`src/design/hafr_pkg.sv`:
```
// ----------------------------------------------------------------------------
// hafr_pkg
// Types and constants shared by the HID APDU report framer.
// ----------------------------------------------------------------------------
package hafr_pkg;

  localparam int unsigned CFG_INDEX_W  = 8;
  localparam int unsigned CFG_DATA_W   = 16;
  localparam int unsigned QUEUE_DEPTH  = 4;
  localparam int unsigned QUEUE_PTR_W  = 2;
  localparam int unsigned QUEUE_CNT_W  = 3;
  localparam int unsigned HEADER_BYTES = 5;
  localparam int unsigned LENGTH_BYTES = 2;

  localparam logic [CFG_INDEX_W-1:0] CFG_CHANNEL_ID  = 8'd0;
  localparam logic [CFG_INDEX_W-1:0] CFG_COMMAND_TAG = 8'd1;

  localparam logic [15:0] CHANNEL_ID_RESET  = 16'h0101;
  localparam logic [7:0]  COMMAND_TAG_RESET = 8'h05;

  typedef struct packed {
    logic [7:0]  data_byte;
    logic [15:0] message_length;
    logic        last_byte;
  } in_item_t;

  typedef struct packed {
    logic [7:0] report_byte;
    logic       end_of_report;
    logic       end_of_message;
    logic       run_last;
  } out_item_t;

  // one classified input transaction
  typedef struct packed {
    logic [7:0]  data_byte;
    logic [15:0] message_length;
    logic [15:0] channel_id;
    logic [7:0]  command_tag;
    logic [15:0] seq_no;
    logic        has_header;
    logic        has_length;
    logic        end_of_report;
    logic        end_of_message;
  } cmd_t;

  typedef enum logic [2:0] {
    STEP_CH_HI,
    STEP_CH_LO,
    STEP_TAG,
    STEP_SEQ_HI,
    STEP_SEQ_LO,
    STEP_LEN_HI,
    STEP_LEN_LO,
    STEP_DATA
  } step_t;

endpackage

```
`src/design/hafr_front.sv`:
```
// ----------------------------------------------------------------------------
// hafr_front
// Accepts message bytes, tracks report position and sequence number, and
// classifies each byte into a command for the byte sequencer.
// ----------------------------------------------------------------------------
module hafr_front import hafr_pkg::*; #(
  parameter int unsigned REPORT_BYTES = 64
) (
  input  logic                   clk,
  input  logic                   rst_n,
  input  logic                   in_valid,
  output logic                   in_ready,
  input  in_item_t               in_item,
  input  logic                   cfg_valid,
  output logic                   cfg_ready,
  input  logic [CFG_INDEX_W-1:0] cfg_index,
  input  logic [CFG_DATA_W-1:0]  cfg_data,
  input  logic                   queue_full,
  output logic                   push,
  output cmd_t                   push_cmd
);

  localparam int unsigned PosW = $clog2(REPORT_BYTES);

  logic [PosW-1:0] pos_r, pos_nxt;
  logic [15:0]     seq_r, seq_nxt;
  logic            in_msg_r, in_msg_nxt;
  logic [15:0]     channel_id_r, channel_id_nxt;
  logic [7:0]      command_tag_r, command_tag_nxt;

  logic            hdr;
  logic            first;
  logic [PosW-1:0] pos_data;
  logic            eor;

  assign in_ready  = !queue_full;
  assign cfg_ready = 1'b1;
  assign push      = in_valid && in_ready;

  always_comb begin
    hdr      = (pos_r == '0);
    first    = !in_msg_r;
    pos_data = pos_r + (hdr ? PosW'(HEADER_BYTES) : '0) + (first ? PosW'(LENGTH_BYTES) : '0);
    eor      = in_item.last_byte || (pos_data == PosW'(REPORT_BYTES - 1));

    push_cmd.data_byte      = in_item.data_byte;
    push_cmd.message_length = in_item.message_length;
    push_cmd.channel_id     = channel_id_r;
    push_cmd.command_tag    = command_tag_r;
    push_cmd.seq_no         = seq_r;
    push_cmd.has_header     = hdr;
    push_cmd.has_length     = first;
    push_cmd.end_of_report  = eor;
    push_cmd.end_of_message = in_item.last_byte;

    pos_nxt    = pos_r;
    seq_nxt    = seq_r;
    in_msg_nxt = in_msg_r;
    if (push) begin
      pos_nxt    = eor ? '0 : pos_data + PosW'(1);
      seq_nxt    = in_item.last_byte ? '0 : seq_r + (hdr ? 16'd1 : 16'd0);
      in_msg_nxt = !in_item.last_byte;
    end

    channel_id_nxt  = channel_id_r;
    command_tag_nxt = command_tag_r;
    if (cfg_valid && cfg_ready) begin
      if (cfg_index == CFG_CHANNEL_ID) begin
        channel_id_nxt = cfg_data;
      end
      if (cfg_index == CFG_COMMAND_TAG) begin
        command_tag_nxt = cfg_data[7:0];
      end
    end
  end

  always_ff @(posedge clk) begin
    if (!rst_n) begin
      pos_r         <= '0;
      seq_r         <= '0;
      in_msg_r      <= 1'b0;
      channel_id_r  <= CHANNEL_ID_RESET;
      command_tag_r <= COMMAND_TAG_RESET;
    end else begin
      pos_r         <= pos_nxt;
      seq_r         <= seq_nxt;
      in_msg_r      <= in_msg_nxt;
      channel_id_r  <= channel_id_nxt;
      command_tag_r <= command_tag_nxt;
    end
  end

endmodule

```
`src/design/hafr_queue.sv`:
```
// ----------------------------------------------------------------------------
// hafr_queue
// Small command queue between the classifier and the byte sequencer.
// ----------------------------------------------------------------------------
module hafr_queue import hafr_pkg::*; (
  input  logic clk,
  input  logic rst_n,
  input  logic push,
  input  cmd_t push_cmd,
  input  logic pop,
  output logic full,
  output logic empty,
  output cmd_t head
);

  cmd_t                   mem [QUEUE_DEPTH];
  logic [QUEUE_PTR_W-1:0] wr_ptr_r, wr_ptr_nxt;
  logic [QUEUE_PTR_W-1:0] rd_ptr_r, rd_ptr_nxt;
  logic [QUEUE_CNT_W-1:0] count_r, count_nxt;

  assign full  = (count_r == QUEUE_CNT_W'(QUEUE_DEPTH));
  assign empty = (count_r == '0);
  assign head  = mem[rd_ptr_r];

  always_comb begin
    wr_ptr_nxt = push ? wr_ptr_r + QUEUE_PTR_W'(1) : wr_ptr_r;
    rd_ptr_nxt = pop ? rd_ptr_r + QUEUE_PTR_W'(1) : rd_ptr_r;
    count_nxt  = count_r + (push ? QUEUE_CNT_W'(1) : '0) - (pop ? QUEUE_CNT_W'(1) : '0);
  end

  always_ff @(posedge clk) begin
    if (push) begin
      mem[wr_ptr_r] <= push_cmd;
    end
  end

  always_ff @(posedge clk) begin
    if (!rst_n) begin
      wr_ptr_r <= '0;
      rd_ptr_r <= '0;
      count_r  <= '0;
    end else begin
      wr_ptr_r <= wr_ptr_nxt;
      rd_ptr_r <= rd_ptr_nxt;
      count_r  <= count_nxt;
    end
  end

endmodule

```
`src/design/hafr_back.sv`:
```
// ----------------------------------------------------------------------------
// hafr_back
// Byte sequencer: expands each command into header, length and data bytes,
// one byte per cycle into the output register unless out_ready stalls it.
// ----------------------------------------------------------------------------
module hafr_back import hafr_pkg::*; (
  input  logic      clk,
  input  logic      rst_n,
  input  logic      empty,
  input  cmd_t      head,
  output logic      pop,
  output logic      out_valid,
  input  logic      out_ready,
  output out_item_t out_item
);

  step_t     step_r, step_nxt;
  logic      started_r, started_nxt;
  logic      out_valid_r, out_valid_nxt;
  out_item_t out_item_r, out_item_nxt;

  step_t     cur;
  logic      load;
  logic      done;

  assign out_valid = out_valid_r;
  assign out_item  = out_item_r;

  always_comb begin
    if (started_r) begin
      cur = step_r;
    end else if (head.has_header) begin
      cur = STEP_CH_HI;
    end else if (head.has_length) begin
      cur = STEP_LEN_HI;
    end else begin
      cur = STEP_DATA;
    end

    load = !empty && (!out_valid_r || out_ready);
    done = (cur == STEP_DATA);
    pop  = load && done;

    out_item_nxt.end_of_report  = 1'b0;
    out_item_nxt.end_of_message = 1'b0;
    out_item_nxt.run_last       = 1'b0;
    step_nxt                    = step_r;
    unique case (cur)
      STEP_CH_HI: begin
        out_item_nxt.report_byte = head.channel_id[15:8];
        step_nxt                 = STEP_CH_LO;
      end
      STEP_CH_LO: begin
        out_item_nxt.report_byte = head.channel_id[7:0];
        step_nxt                 = STEP_TAG;
      end
      STEP_TAG: begin
        out_item_nxt.report_byte = head.command_tag;
        step_nxt                 = STEP_SEQ_HI;
      end
      STEP_SEQ_HI: begin
        out_item_nxt.report_byte = head.seq_no[15:8];
        step_nxt                 = STEP_SEQ_LO;
      end
      STEP_SEQ_LO: begin
        out_item_nxt.report_byte = head.seq_no[7:0];
        step_nxt                 = head.has_length ? STEP_LEN_HI : STEP_DATA;
      end
      STEP_LEN_HI: begin
        out_item_nxt.report_byte = head.message_length[15:8];
        step_nxt                 = STEP_LEN_LO;
      end
      STEP_LEN_LO: begin
        out_item_nxt.report_byte = head.message_length[7:0];
        step_nxt                 = STEP_DATA;
      end
      STEP_DATA: begin
        out_item_nxt.report_byte    = head.data_byte;
        out_item_nxt.end_of_report  = head.end_of_report;
        out_item_nxt.end_of_message = head.end_of_message;
        out_item_nxt.run_last       = 1'b1;
        step_nxt                    = STEP_DATA;
      end
      default: begin
        out_item_nxt.report_byte = head.data_byte;
      end
    endcase

    started_nxt   = started_r;
    out_valid_nxt = out_valid_r;
    if (load) begin
      out_valid_nxt = 1'b1;
      started_nxt   = !done;
    end else begin
      out_item_nxt = out_item_r;
      step_nxt     = step_r;
      if (out_ready) begin
        out_valid_nxt = 1'b0;
      end
    end
  end

  always_ff @(posedge clk) begin
    out_item_r <= out_item_nxt;
  end

  always_ff @(posedge clk) begin
    if (!rst_n) begin
      step_r      <= STEP_DATA;
      started_r   <= 1'b0;
      out_valid_r <= 1'b0;
    end else begin
      step_r      <= step_nxt;
      started_r   <= started_nxt;
      out_valid_r <= out_valid_nxt;
    end
  end

endmodule

```
`src/design/hid_apdu_framer_unit.sv`:
```
// ----------------------------------------------------------------------------
// hid_apdu_framer_unit
// Frames APDU message bytes into HID reports with channel, tag, sequence
// and first-report length header fields.
// ----------------------------------------------------------------------------
// The block takes one message byte per transaction and produces one output
// byte per cycle while out_ready is high. A byte in the middle of a report
// yields one output byte; a byte that opens a report yields six (5-byte
// header plus data), and the first byte of a message yields eight (header,
// 2-byte length, data). The output byte sequencer sets the sustained rate,
// so inputs flow one per cycle except while header and length bytes are
// being emitted. A four-entry command queue separates input acceptance from
// the sequencer, so input transactions keep being taken while results wait
// on out_ready, until the queue fills. Configuration registers (index 0
// channel id, index 1 command tag) are sampled when a byte is accepted.
module hid_apdu_framer_unit import hafr_pkg::*; #(
  parameter int unsigned REPORT_BYTES = 64
) (
  input  logic                   clk,
  input  logic                   rst_n,
  input  logic                   in_valid,
  output logic                   in_ready,
  input  in_item_t               in_item,
  output logic                   out_valid,
  input  logic                   out_ready,
  output out_item_t              out_item,
  input  logic                   cfg_valid,
  output logic                   cfg_ready,
  input  logic [CFG_INDEX_W-1:0] cfg_index,
  input  logic [CFG_DATA_W-1:0]  cfg_data
);

  logic push;
  cmd_t push_cmd;
  logic pop;
  logic full;
  logic empty;
  cmd_t head;

  hafr_front #(
    .REPORT_BYTES(REPORT_BYTES)
  ) u_front (
    .clk       (clk),
    .rst_n     (rst_n),
    .in_valid  (in_valid),
    .in_ready  (in_ready),
    .in_item   (in_item),
    .cfg_valid (cfg_valid),
    .cfg_ready (cfg_ready),
    .cfg_index (cfg_index),
    .cfg_data  (cfg_data),
    .queue_full(full),
    .push      (push),
    .push_cmd  (push_cmd)
  );

  hafr_queue u_queue (
    .clk     (clk),
    .rst_n   (rst_n),
    .push    (push),
    .push_cmd(push_cmd),
    .pop     (pop),
    .full    (full),
    .empty   (empty),
    .head    (head)
  );

  hafr_back u_back (
    .clk      (clk),
    .rst_n    (rst_n),
    .empty    (empty),
    .head     (head),
    .pop      (pop),
    .out_valid(out_valid),
    .out_ready(out_ready),
    .out_item (out_item)
  );

endmodule

```
`config.mk`:
```
export PLATFORM = sky130hd
export DESIGN_NAME = hid_apdu_framer_unit
export DESIGN_NICKNAME = d
export VERILOG_FILES = /design/src/design/hafr_pkg.sv /design/src/design/hafr_front.sv /design/src/design/hafr_queue.sv /design/src/design/hafr_back.sv /design/src/design/hid_apdu_framer_unit.sv
export SDC_FILE = /design/constraint.sdc
export NUM_CORES = 1
export LEC_CHECK = 0
export BUFFER_PORTS_ARGS = -buffer_cell sky130_fd_sc_hd__buf_2
export CORE_ASPECT_RATIO = 1.75
export CORE_MARGIN = 1
export CORE_UTILIZATION = 55
export CTS_CLUSTER_SIZE = 16
export DETAILED_ROUTE_END_ITERATION = 8
export GPL_TIMING_DRIVEN = 1
export PLACE_DENSITY = 0.71
export REMOVE_ABC_BUFFERS = 1
export SETUP_SLACK_MARGIN = 0.5
export SLEW_MARGIN = 20
export SYNTH_ARGS = -nofsm -noshare
export SYNTH_HDL_FRONTEND = slang
export SYNTH_HIERARCHICAL = 1
export SYNTH_SLANG_ARGS = --single-unit
```
`constraint.sdc`:
```
create_clock -name clk -period 7.04 [get_ports clk]
set_input_delay 1.408 -clock clk [delete_from_list [all_inputs] [get_ports clk]]
set_output_delay 1.408 -clock clk [all_outputs]
set_load 0.01 [all_outputs]
```
Yosys cells after proc, flatten, opt, wreduce, memory -nomap -nowiden --
Memories as Yosys holds them, arrays and structs flattened. A register that Yosys moved wholly into a read port is not among the register bits. Cells that the tools add are included. W data, S select, Z words.
Word-level totals: register bits 70, latch bits 0, bits in writable memories 272, memory bits (read-only) 0, output and inout bits 14, word-level logic and storage cells 72, memories 1
Operators by class: $add $sub $neg 8, multipliers 0, divide/modulo/power cells 0, $lt $le $gt $ge 0, eq/ne operators 10, shifts and indexed selects 0, multiplexer cells 19, bitwise logic cells 0, reduce and logical (&&, ||, !) cells 19
Memory list:
- u_queue.mem | words 4, bits a word 68, read ports 1, clocked after memory_dff 1, write ports 1, RTL line hafr_queue.sv:16 | cmd_t mem [QUEUE_DEPTH];
Operator list (count):
- $pmux W8 S8 | 1
- $pmux W3 S7 | 1
- $add A16 B16 Y16 | 1
- $mux W16 | 1
- $eq A3 B3 Y1 const B | 5
- $add A6 B6 Y6 | 2
- $mux W3 | 3
- $eq A8 B1 Y1 const B | 1
- $logic_not A8 Y1 | 1
- $mux W1 | 8
- $mux W2 | 4
- $add A6 B1 Y6 const B | 1
- $eq A3 B2 Y1 const B | 2
- $eq A6 B6 Y1 const B | 1
- $logic_not A1 Y1 | 6
- $logic_not A3 Y1 | 2
- $logic_not A6 Y1 | 1
- $mux W6 | 1
- $add A2 B1 Y2 const B | 2
- $reduce_and A2 Y1 | 2
- $add A3 B3 Y3 | 1
- $eq A3 B1 Y1 const B | 1
- $logic_and A1 B1 Y1 | 3
- $sub A3 B3 Y3 | 1
- 3 further kinds | 4

Longest topological paths before layout --
Gate-level depths: netlist (run 1).
word-level depth 7, depth in mapped cells 12

By module --
The synthesis (run 1) kept the hierarchy.
Modules (own cells, without submodules):
- hafr_queue | times used 1, cells an instance 399, area each 10278.6 µm², seq. area each 8348.0 µm²
- hafr_front | times used 1, cells an instance 309, area each 2708.8 µm², seq. area each 940.9 µm²
- hafr_back | times used 1, cells an instance 121, area each 1152.4 µm², seq. area each 430.4 µm²

Least setup slack after synthesis (run 1) --
OpenSTA, ideal clock, no wires.
path kind input -> register, start point in in_valid, end point mem u_queue/mem[0][0] in the netlist's numbering (enable), library setup time 433 ps, arrival 3364 ps, setup slack 3243 ps, stages on the path 3, path buffers 0, cell sequence nand2b_1 > clkinv_1 > and2_1
On the way: word-level cells in the longest chain between the ends 3
Ends and longest elaborated chain:
- start: declaration | RTL line hid_apdu_framer_unit.sv:21 | input logic in_valid,
- $logic_and A1 B1 Y1 | RTL line hafr_front.sv:38 | assign push = in_valid && in_ready;
- named net push | RTL line hid_apdu_framer_unit.sv:33 | logic push;
- $mux W1 | RTL line hafr_queue.sv:32 | if (push) begin
- $mux W1 (not written as such) | RTL line hafr_queue.sv:33 | mem[wr_ptr_r] <= push_cmd;
- end: declaration | RTL line hafr_queue.sv:16
The timed path passes the listed nets, and every way through them passes these cells.

==> results of run 1 <==
==> power by group <==
group / leakage (nW) / switching, mW / internal (mW)
clock: 0.489 / 0.700 / 0.932
combinational: 1.59 / 0.676 / 0.525
sequential: 3.06 / 0.145 / 2.48
==> how the worst max path moves through the flow <==
stage	slack [ps]	start	to
3_3_place_gp	3140	out_ready	u_queue/count_r[2]$_SDFF_PN0_
6_report	3140	flip-flop	u_queue/count_r[2]$_SDFF_PN0_
3_5_place_dp	3020	out_ready	u_queue/count_r[2]$_SDFF_PN0_
4_1_cts	3060	flip-flop	u_queue/count_r[2]$_SDFF_PN0_
2_1_floorplan	1430	flip-flop	u_queue/count_r[2]$_SDFF_PN0_
5_1_grt	2880	flip-flop	u_queue/count_r[2]$_SDFF_PN0_
==> metrics by stage <==
stage	hold WS, ps	util	cell area (sq um)	total power, mW
2_1_floorplan	459	-	13600	3.49
4_1_cts	509	0.611	15400	5.51
6_report	508	0.611	15400	5.45
3_3_place_gp	478	0.572	14400	3.84
5_1_grt	525	0.611	15400	5.69
3_5_place_dp	493	0.572	14400	3.88
==> registers in the layout, indices dropped and copies added, names as in the netlist, named ones only <==
signal	flops
u_back/out_valid	1
u_back/step_r	3
u_front/pos_r	6
u_front/command_tag_r	8
u_front/seq_r	16
u_queue/wr_ptr_r	2
u_front/channel_id_r	16
u_queue/rd_ptr_r	2
u_queue/count_r	3
u_front/in_msg_r	1
u_queue/mem	272
u_back/out_item	11
u_back/started_r	1
==> placed cells by master (no fill, tap or decap), types with 5 or more instances in the layout <==
master / synthesis / final
nand2_1: 38 / 38
nor2_1: 28 / 28
ha_1: 10 / 10
o21ai_0: 16 / 16
nand2b_1: 9 / 9
a22oi_1: 6 / 6
clkbuf_16: 0 / 29
mux2i_1: 42 / 42
nand3_1: 7 / 7
dfxtp_1: 61 / 59
xor2_1: 5 / 5
inv_1: 19 / 19
mux4_2: 68 / 68
buf_4: 39 / 7
xnor2_1: 5 / 5
a221oi_1: 6 / 6
a21oi_1: 11 / 11
and2_1: 19 / 15
nor2b_1: 27 / 27
edfxtp_1: 283 / 283
clkinv_2: 0 / 7
o211ai_1: 5 / 5
nand4_1: 6 / 6
a21boi_0: 8 / 8
nand3b_1: 6 / 6
clkbuf_8: 0 / 6
buf_2: 11 / 66
==> area by class of cell <==
class | count | area (sq um)
inverter | 21 | 78.8
clock inverter | 16 | 170
multi-input combinational | 397 | 3860
tap | 316 | 395
fill | 1838 | 9820
clock buffer | 37 | 816
timing repair buffer | 73 | 383
sequential | 344 | 9720
==> per-layer routing <==
metal | GRT usage | vias up
li1 | - | 3281
met1 | 0.263 | 3777
met2 | 0.407 | 193
met3 | 0.0234 | 43
met4 | 0.0687 | 0
met5 | 0 | -
==> cell families (layout without fill, tap and decap cells) <==
kind of cell	count (synthesis)	in the layout
mux	110	110
xor+xnor	11	11
buf+inv	89	147
simple gates	170	170
fa+ha+maj	12	12
compound gates	92	92
flops	344	344
other cells	1	2
==> out/qor.csv, run 1 <==
stage,metric,value,unit
outcome,status,"finished, final reports clean",
clock_tree,clk_pin_slew_worst_paths,70,ps
hold_path,hold_start,u_front/channel_id_r[0]$_SDFFE_PN1P_,
synth,synth_adder_area_share,0.0117,
layout,final_cells,1204,
sta,max_freq,257,MHz
critical_path,worstPathArrival,4330,ps
sta,slew_viol_final,0,
sta,setup_viol_count_final,0,
synth,synth_edf_count,283,
synth,synth-xor-area-share,0.00788,
synth,yosys.area_share.simple,0.0665,
sta,maxSlewHeadroom,0.283,
synth,synth_area_leaders,"edfxtp_1 (60%), mux4_2 (11%), dfxtp_1 (8.6%)",
critical_path,crit_path_top_delay_cell,o32ai_2,
hold_path,min_to,u_queue/mem[3][28]$_DFFE_PP_,
clock_tree,insertion_delay,550,ps
place,hpwl,17500,microns
synth,synth_compound_area_frac,0.0477,
synth,synth_most_common_cell,edfxtp_1,
detailed_routing,wl_met1,10400,microns
detailed_routing,first_pass_iters,5,
synth,syn_area,14100,sq um
synth,yosys-top-cells-count,"edfxtp_1 (283), mux4_2 (68), dfxtp_1 (61), mux2i_1 (42), buf_4 (39)",
die,rows,77,
die,start_util,0.560,
job,drv_cap,0,
synth,synth_top_flop_cell,edfxtp_1,
critical_path,crit_chain,mux4_2 -> o32ai_2 -> and2_1 -> ha_1 -> inv_1 -> ha_1 -> fa_1 -> xor3_1 -> nor2_1,
clock_tree,cts_resized,0,
synth,ys_ff_latch,344,
power,p_leak,5.14,nW
detailed_routing,wl_per_cell,22.8,microns
clock_tree,clock-sinks,344,
critical_path,crit_path_max_incr_delay,870,ps
hold_path,worstHoldPathType,flip-flop to flip-flop,
die,coreArea,25200,sq um
critical_path,path_buf_inv,1,
clock_tree,tritoncts,yes,
sta,fin_crit_sh,0.554,
detailed_routing,wl_met3,1050,microns
synth,ys_seq_area_frac,0.687,
synth,yosys.area.top_type_share,0.601,
synth,syn_area_per_cell,17.1,sq um
critical_path,crit_required,7480,ps
die,fp.dieW,123,microns
critical_path,rrSetupSlack,3140,ps
detailed_routing,detail_route.drc_violations,0,
detailed_routing,via_count,7294,
synth,ys_async_sr_fraction,0,
detailed_routing,drtIter0Drc,605,
synth,netlist.top_cell.by_area,edfxtp_1,
clock_tree,cts_root_buffer,clkbuf_16,
sta,hold_violations,0,
die,dieArea,26400,sq um
detailed_routing,vias_per_cell,6.06,
clock_tree,hold_buffers,0,
critical_path,crit_type,flip-flop to flip-flop,
critical_path,r2r-end,u_queue/count_r[2]$_SDFF_PN0_,
power,p_per_area,354,nW/um^2
synth,synth_top_family_by_area,multiplexers,
clock_tree,postCtsSetupRepairBufs,0,
critical_path,worst-path-stages,9,
detailed_routing,ant_nets,0,
critical_path,start_kind,flip-flop,
global_routing,overflow,0,
critical_path,crit_fanout,31,
synth,netlist-cell-type-count,71,
sta,fin_tns_setup,0,ps
sta,rsz0062_at_grt,no,
synth,yosys_warnings,6,
place,preCtsSetupSlack,3020,ps
place,placed_cells,1151,
hold_path,hold_depth,0,
synth,muxShareOfSynthArea,0.138,
clock_tree,cts-buffers-inserted,29,
detailed_routing,top_layer,met4,
global_routing,grt_pass1_wl,43600,microns
sta,worst_slack,3140,ps
die,ios,68,
layout,diodes,0,
detailed_routing,wl_met2,15500,microns
sta,timing_worst_slew_pin_value,1080,ps
global_routing,grt_pass1_vias,7804,
place,io_buffers,66,
critical_path,critPathTopFamily,compound AO/OA/AOI/OAI gates,
clock_tree,htreeDepth,1,
sta,fin_skew,14.7,ps
power,vdd_drop_max,0.210,mV
critical_path,rr_worst_depth,9,
layout,syn2layout_area_growth,9.08,%
place,gp_congestion,0.812,
global_routing,grtUsageTotal,0.220,
synth,netlist_instances,829,
critical_path,critPathCaptureType,flip-flop,
layout,drive_gt1_frac,0.239,
global_routing,grt_max_degree,69,
clock_tree,clockBufferDepth,3,
die,die_h,214,microns
global_routing,antenna_found_initial,0,
detailed_routing,routed_wl,27500,microns
layout,final_nets,932,
critical_path,cpMostUsedCell,ha_1,
sta,fin_crit,3900,ps
Power figures use the tool's default switching activity.
==> run 2, diff against run 1 <==
- clock period: 7.04 -> 3.7 ns (I/O delays scaled with it)
==> run 2 against run 1 <==
Compared with the run above:
- wire length rose by 4.7%
- via count up 1.3%
- hold slack got worse by 100 ps
- cell area grew 1.1%
- sequential power rose by 87%
- die area unchanged
- critical path type unchanged
==> out/qor.csv, run 2 (synthesis results as in run 1) <==
stage,metric,value,unit,change
outcome,status,"finished, final reports clean",,
sta,fin_skew,16.2,ps,+1.47 ps
critical_path,crit_type,flip-flop to flip-flop,,
sta,rsz0062_at_grt,no,,
power,comb_power_share,0.236,,+0.016
power,switching_share,0.279,,about the same
place,gp_congestion,0.817,,+0.62%
power,p_leak,5.20,nW,+1.3%
sta,fin_tns_setup,0,ps,unchanged
layout,syn2layout_area_growth,10.2,%,
clock_tree,cts-buffers-inserted,29,,unchanged
detailed_routing,vias_per_cell,6.09,,+0.51%
global_routing,grt_max_degree,67,,-2.9%
sta,setup_viol_count_final,0,,unchanged
place,hpwl,18300,microns,+4.9%
clock_tree,htreeDepth,1,,unchanged
layout,largest_registers,"u_queue/mem: 272 flops, u_front/channel_id_r: 16 flops, u_front/seq_r: 16 flops",,
clock_tree,cts_root_buffer,clkbuf_16,,
critical_path,crit_required,4130,ps,-3350 ps
clock_tree,postCtsSetupRepairBufs,0,,unchanged
layout,diodes,0,,unchanged
die,rows,77,,unchanged
detailed_routing,via_count,7392,,+1.3%
die,coreArea,25200,sq um,unchanged
detailed_routing,drtIter0Drc,513,,-15%
die,fp.dieW,123,microns,unchanged
critical_path,path_buf_inv,1,,unchanged
layout,final_cell_mix,"edfxtp_1 (283), mux4_2 (68), buf_2 (66)",,
global_routing,overflow,0,,unchanged
power,pwr-share-seq,0.463,,-0.018
layout,layout_commonest_cell,edfxtp_1,,
die,ios,68,,unchanged
clock_tree,clk_pin_slew_worst_paths,70,ps,about the same
critical_path,start_kind,flip-flop,,
sta,slew_viol_final,0,,unchanged
critical_path,critPathTopFamily,adder cells,,
power,switching_power,2.95,mW,+94%
detailed_routing,ant_nets,0,,unchanged
clock_tree,tritoncts,yes,,
critical_path,crit_chain,mux4_2 -> o32ai_2 -> and2_1 -> ha_1 -> inv_1 -> ha_1 -> fa_1 -> xor3_1 -> nor2_1,,
critical_path,rr_worst_depth,9,,unchanged
layout,largest_register_ff_count,272,,unchanged
power,vdd_drop_max,0.377,mV,+79%
sta,max_freq,360,MHz,+40%
job,drv_cap,0,,unchanged
global_routing,grt_pass1_vias,8000,,+2.5%
layout,final_nets,942,,+1.1%
layout,final_util,0.618,,+0.00649
die,die_h,214,microns,unchanged
sta,fin_crit,2780,ps,-1120 ps
sta,fin_crit_sh,0.751,,+0.197
die,dieArea,26400,sq um,unchanged
clock_tree,insertion_delay,550,ps,about the same
critical_path,cpMostUsedCell,ha_1,,
clock_tree,cts_resized,0,,unchanged
power,internal_power,7.62,mW,+94%
layout,drive_gt1_frac,0.243,,+0.00402
place,io_buffers,66,,unchanged
global_routing,grt_pass1_wl,45600,microns,+4.5%
critical_path,crit_path_max_incr_delay,530,ps,-340 ps
critical_path,crit_fanout,4,,-87%
power,pwr-share-clk,0.301,,+0.002
detailed_routing,detail_route.drc_violations,0,,unchanged
sta,maxSlewHeadroom,0.400,,+0.116
layout,largest_register,u_queue/mem,,
sta,hold_violations,0,,unchanged
critical_path,r2r-end,u_queue/count_r[2]$_SDFF_PN0_,,
detailed_routing,wl_per_cell,23.7,microns,+3.9%
critical_path,critPathCaptureType,flip-flop,,
critical_path,crit_path_top_delay_cell,mux4_2,,
detailed_routing,routed_wl,28800,microns,+4.7%
global_routing,antenna_found_initial,0,,unchanged
global_routing,grtUsageTotal,0.231,,+0.0107
sta,worst_slack,922,ps,-2220 ps
detailed_routing,first_pass_iters,5,,unchanged
clock_tree,clockBufferDepth,3,,unchanged
critical_path,worst-path-stages,9,,unchanged
place,preCtsSetupSlack,780,ps,-2240 ps
die,start_util,0.560,,unchanged
critical_path,rrSetupSlack,920,ps,-2220 ps
clock_tree,hold_buffers,0,,unchanged
power,p_per_area,678,nW/um^2,+92%
hold_path,worstHoldPathType,input pin to flip-flop,,
critical_path,worstPathArrival,3210,ps,-1120 ps
sta,timing_worst_slew_pin_value,895,ps,-180 ps
clock_tree,clock-sinks,344,,unchanged
critical_path,critical_path.endpoint,u_queue/count_r[2]$_SDFF_PN0_,,
run 2: cell types whose count changed in the layout (fill, tap and decap cells not counted):
cell,before,now
buf_12,0,6
buf_4,7,11
clkbuf_1,2,5
clkbuf_8,6,3
bufinv_16,3,5
clkinv_1,2,3
clkinv_2,7,6
clkinv_4,1,0
clkinvlp_2,1,0
clkinvlp_4,1,2
inv_6,1,0
run 2: worst reg2reg max path: stages (launching register included):
cell and delay [ps]:
dfxtp_4 380, mux4_2 530, o32ai_2 300, and2_1 280, ha_1 170, inv_1 40
ha_1 180, fa_1 360, xor3_1 380, nor2_1 40
run 2: power by group through the flow:
stage,logic [mW],registers (mW),clock network (mW)
2_1_floorplan,1.49,5.15,0
3_3_place_gp,2.46,4.94,0
3_5_place_dp,2.51,4.98,0
4_1_cts,2.53,4.90,3.24
5_1_grt,2.69,4.94,3.38
6_report,2.49,4.90,3.18
run 2: area by class of cell:
type | instances | area (sq um)
fillers | 1809 | 9650
well taps | 316 | 395
clock buffers | 37 | 786
flip-flops and latches | 344 | 9720
clock inverters | 16 | 214
inverters | 21 | 78.8
multi-input cells | 397 | 3860
repair buffers | 83 | 533
run 2: metal layers:
metal	routed length [microns]	track usage
met1	10800	0.281
met2	16000	0.418
met3	1230	0.0245
met4	779	0.0787
met5	0	0
run 2: worst min path at each step:
| stage | start | end | slack (ps) | cells after the start |
|---|---|---|---|---|
| floorplan | u_front/channel_id_r[0]$_SDFFE_PN1P_ | u_queue/mem[0][28]$_DFFE_PP_ | 460 | 0 |
| global placement | u_front/channel_id_r[10]$_SDFFE_PN0P_ | u_queue/mem[1][38]$_DFFE_PP_ | 470 | 0 |
| detailed placement | u_front/command_tag_r[7]$_SDFFE_PN0P_ | u_queue/mem[3][27]$_DFFE_PP_ | 500 | 0 |
| CTS | in_item[7] | u_queue/mem[2][50]$_DFFE_PP_ | 380 | 1 |
| global route | in_item[17] | u_queue/mem[2][60]$_DFFE_PP_ | 400 | 1 |
| finish | in_item[7] | u_queue/mem[0][50]$_DFFE_PP_ | 400 | 1 |
run 2: metrics by stage:
stage | hold slack, ps | cell area (sq um) | power, mW | cells
2_1_floorplan | 459 | 13600 | 6.65 | 762
3_3_place_gp | 467 | 14600 | 7.41 | 1161
3_5_place_dp | 504 | 14600 | 7.49 | 1161
4_1_cts | 382 | 15600 | 10.7 | 1214
5_1_grt | 395 | 15600 | 11.0 | 1214
6_report | 403 | 15600 | 10.6 | 1214
==> run 3, diff against run 2 <==
- PLACE_DENSITY: 0.71 -> 0.73
- clock period: 3.7 -> 2.4 ns (I/O delays scaled with it)
==> run 3 against run 2 <==
Compared with the run above:
- worst setup slack worse by 1000 ps
- the flow now finishes with violations (setup timing)
- sequential power rose by 53%
- highest routed layer unchanged
- power up 68%
- flip-flop and latch count is the same
- cell area grew 8.8%
- clock power is 47% higher
- largest power group unchanged
==> out/qor.csv, run 3 (synthesis results as in run 1) <==
stage,metric,value,unit,change
place,gp_congestion,0.841,,+2.9%
layout,nFillCells,1627,,-10%
layout,final_util,0.672,,+0.0546
die,ios,68,,unchanged
layout,syn2layout_area_growth,20.0,%,
detailed_routing,ant_nets,0,,unchanged
critical_path,crit_required,2850,ps,-1280 ps
power,pwr-share-seq,0.421,,-0.042
sta,setup_viol_count_final,5,,+5
sta,fin_crit_sh,1.03,,+0.283
layout,final_nets,1021,,+8.4%
critical_path,startpoint,u_queue/mem[3][2]$_DFFE_PP_,,
critical_path,rrSetupSlack,-80,ps,-1000 ps
detailed_routing,routed_wl,30900,microns,+7.3%
outcome,violations,setup timing,,
critical_path,r2r-end,u_queue/count_r[1]$_SDFF_PN0_,,
layout,final_cell_mix,"edfxtp_1 (283), mux4_2 (68), buf_2 (66)",,
critical_path,critical_path.endpoint,u_queue/count_r[1]$_SDFF_PN0_,,
clock_tree,hold_buffers,0,,unchanged
layout,largest_registers,"u_queue/mem: 272 flops, u_front/channel_id_r: 16 flops, u_front/seq_r: 16 flops",,
power,pwr-share-clk,0.263,,-0.038
critical_path,crit_path_top_delay_cell,mux4_2,,
global_routing,antenna_found_initial,0,,unchanged
global_routing,grtUsageTotal,0.240,,+0.00947
power,power,17.8,mW,+68%
die,coreArea,25200,sq um,unchanged
clock_tree,tritoncts,yes,,
sta,slew_viol_final,0,,unchanged
job,drv_cap,0,,unchanged
power,vdd_drop_max,0.530,mV,+41%
die,die_h,214,microns,unchanged
layout,diodes,0,,unchanged
power,switching_power,5.14,mW,+74%
sta,max_freq,403,MHz,+12%
sta,rsz0062_at_grt,yes,,
detailed_routing,wl_per_cell,23.9,microns,+0.77%
detailed_routing,detail_route.drc_violations,0,,unchanged
critical_path,crit_type,flip-flop to flip-flop,,
critical_path,crit_path_max_incr_delay,530,ps,about the same
layout,layout_commonest_cell,edfxtp_1,,
die,fp.dieW,123,microns,unchanged
power,internal_power,12.7,mW,+66%
global_routing,grt_max_degree,36,,-46%
clock_tree,cts_root_buffer,clkbuf_16,,
critical_path,crit_fanout,2,,-2
clock_tree,clk_pin_slew_worst_paths,70,ps,about the same
detailed_routing,drtIter0Drc,615,,+20%
power,switching_share,0.289,,+0.00998
sta,fin_skew,19.5,ps,+3.32 ps
global_routing,grt_pass1_vias,7938,,-0.78%
global_routing,overflow,0,,unchanged
critical_path,worstPathArrival,2930,ps,-280 ps
sta,maxSlewHeadroom,0.626,,+0.226
clock_tree,insertion_delay,550,ps,about the same
detailed_routing,vias_per_cell,6.01,,-1.3%
place,io_buffers,66,,unchanged
power,p_per_area,1050,nW/um^2,+55%
power,p_leak,5.78,nW,+11%
sta,timing_worst_slew_pin_value,561,ps,-334 ps
sta,worst_slack,-81.0,ps,-1000 ps
critical_path,critPathCaptureType,flip-flop,,
die,dieArea,26400,sq um,unchanged
clock_tree,htreeDepth,1,,unchanged
die,rows,77,,unchanged
die,start_util,0.560,,unchanged
layout,largest_register_ff_count,272,,unchanged
clock_tree,cts-buffers-inserted,29,,unchanged
place,placed_cells,1197,,+3.1%
critical_path,rr_worst_depth,8,,-1
clock_tree,clockBufferDepth,3,,unchanged
clock_tree,clock-sinks,344,,unchanged
hold_path,hold_start,in_item[1],,
sta,fin_crit,2480,ps,-297 ps
hold_path,worstHoldPathType,input pin to flip-flop,,
critical_path,start_kind,flip-flop,,
global_routing,grt_pass1_wl,46500,microns,+2.0%
detailed_routing,via_count,7768,,+5.1%
critical_path,crit_chain,mux4_2 -> o32ai_4 -> and2_4 -> ha_4 -> inv_4 -> ha_4 -> fa_2 -> and2_4,,
place,hpwl,18100,microns,-1.4%
power,comb_power_share,0.316,,+0.080
sta,hold_violations,0,,unchanged
critical_path,worstReg2RegStart,u_queue/mem[3][2]$_DFFE_PP_,,
detailed_routing,first_pass_iters,5,,unchanged
layout,final_cells,1293,,+6.5%
layout,drive_gt1_frac,0.366,,+0.124
layout,largest_register,u_queue/mem,,
outcome,status,"finished, violations left",,
[run 3: cell types whose count changed in the layout (fill, tap and decap cells not counted), sizes merged]
cell | previous run | this run
inv | 21 | 22
clkinvlp | 2 | 1
clkbuf | 37 | 32
bufinv | 5 | 4
buf | 83 | 161
clkinv | 9 | 16
[run 3: repair_timing]
item / CTS / global route
pin swaps: 36 / 31
gates resized for setup: 114 / 42
buffers inserted: 29 / 9
endpoints found under the setup margin: 96 / 133
cloned: 4 / 1
[run 3: critical path, delay by kind of cell, from the launching register on]
kind            cells  cell delay [ps]
fa+ha+maj           3              730
mux                 1              530
flops               1              380
simple gates        2              370
compound gates      1              320
buf+inv             1               50
[run 3: power by group through the flow]
stage | Combinational, mW | Clock [mW] | Sequential (mW)
floorplan | 2.30 | 0 | 7.94
global placement | 4.19 | 0 | 7.55
detailed placement | 4.22 | 0 | 7.59
CTS | 5.32 | 4.76 | 7.48
global route | 5.97 | 4.96 | 7.55
finish | 5.63 | 4.69 | 7.49
[run 3: cell type report]
type	instances	area [sq um]	area share
Sequential cell	344	9730	0.573
Multi-Input combinational cell	397	4350	0.256
Timing Repair Buffer	162	1470	0.0866
Clock buffer	31	733	0.0432
Tap cell	316	395	0.0233
Clock inverter	22	208	0.0122
Inverter	21	83.8	0.00494
[run 3: routing by layer]
metal,share of wire,wire length [microns],global-route usage
met5,0,0,0
met4,0.040,1240,0.0964
met3,0.043,1320,0.0274
met2,0.55,17000,0.432
met1,0.37,11300,0.287
[run 3: how the worst min path moves through the flow]
stage,end,slack (ps),cells after the start
floorplan,u_queue/mem[0][28]$_DFFE_PP_,460,0
global placement,u_queue/mem[3][39]$_DFFE_PP_,470,0
detailed placement,u_queue/mem[2][24]$_DFFE_PP_,500,0
CTS,u_queue/mem[0][44]$_DFFE_PP_,130,1
global route,u_queue/mem[2][49]$_DFFE_PP_,130,1
finish,u_queue/mem[0][44]$_DFFE_PP_,140,1
[run 3: stage by stage]
| stage | cell area (sq um) | hold WS (ps) | TNS, ps | setup WS (ps) |
|---|---|---|---|---|
| detailed placement | 14900 | 500 | -1120 | -277 |
| global placement | 14900 | 474 | -876 | -237 |
| finish | 17000 | 137 | -196 | -81.0 |
| floorplan | 13600 | 459 | -273280 | -3210 |
| global route | 17000 | 130 | -1000 | -144 |
| CTS | 16700 | 126 | -167 | -101 |
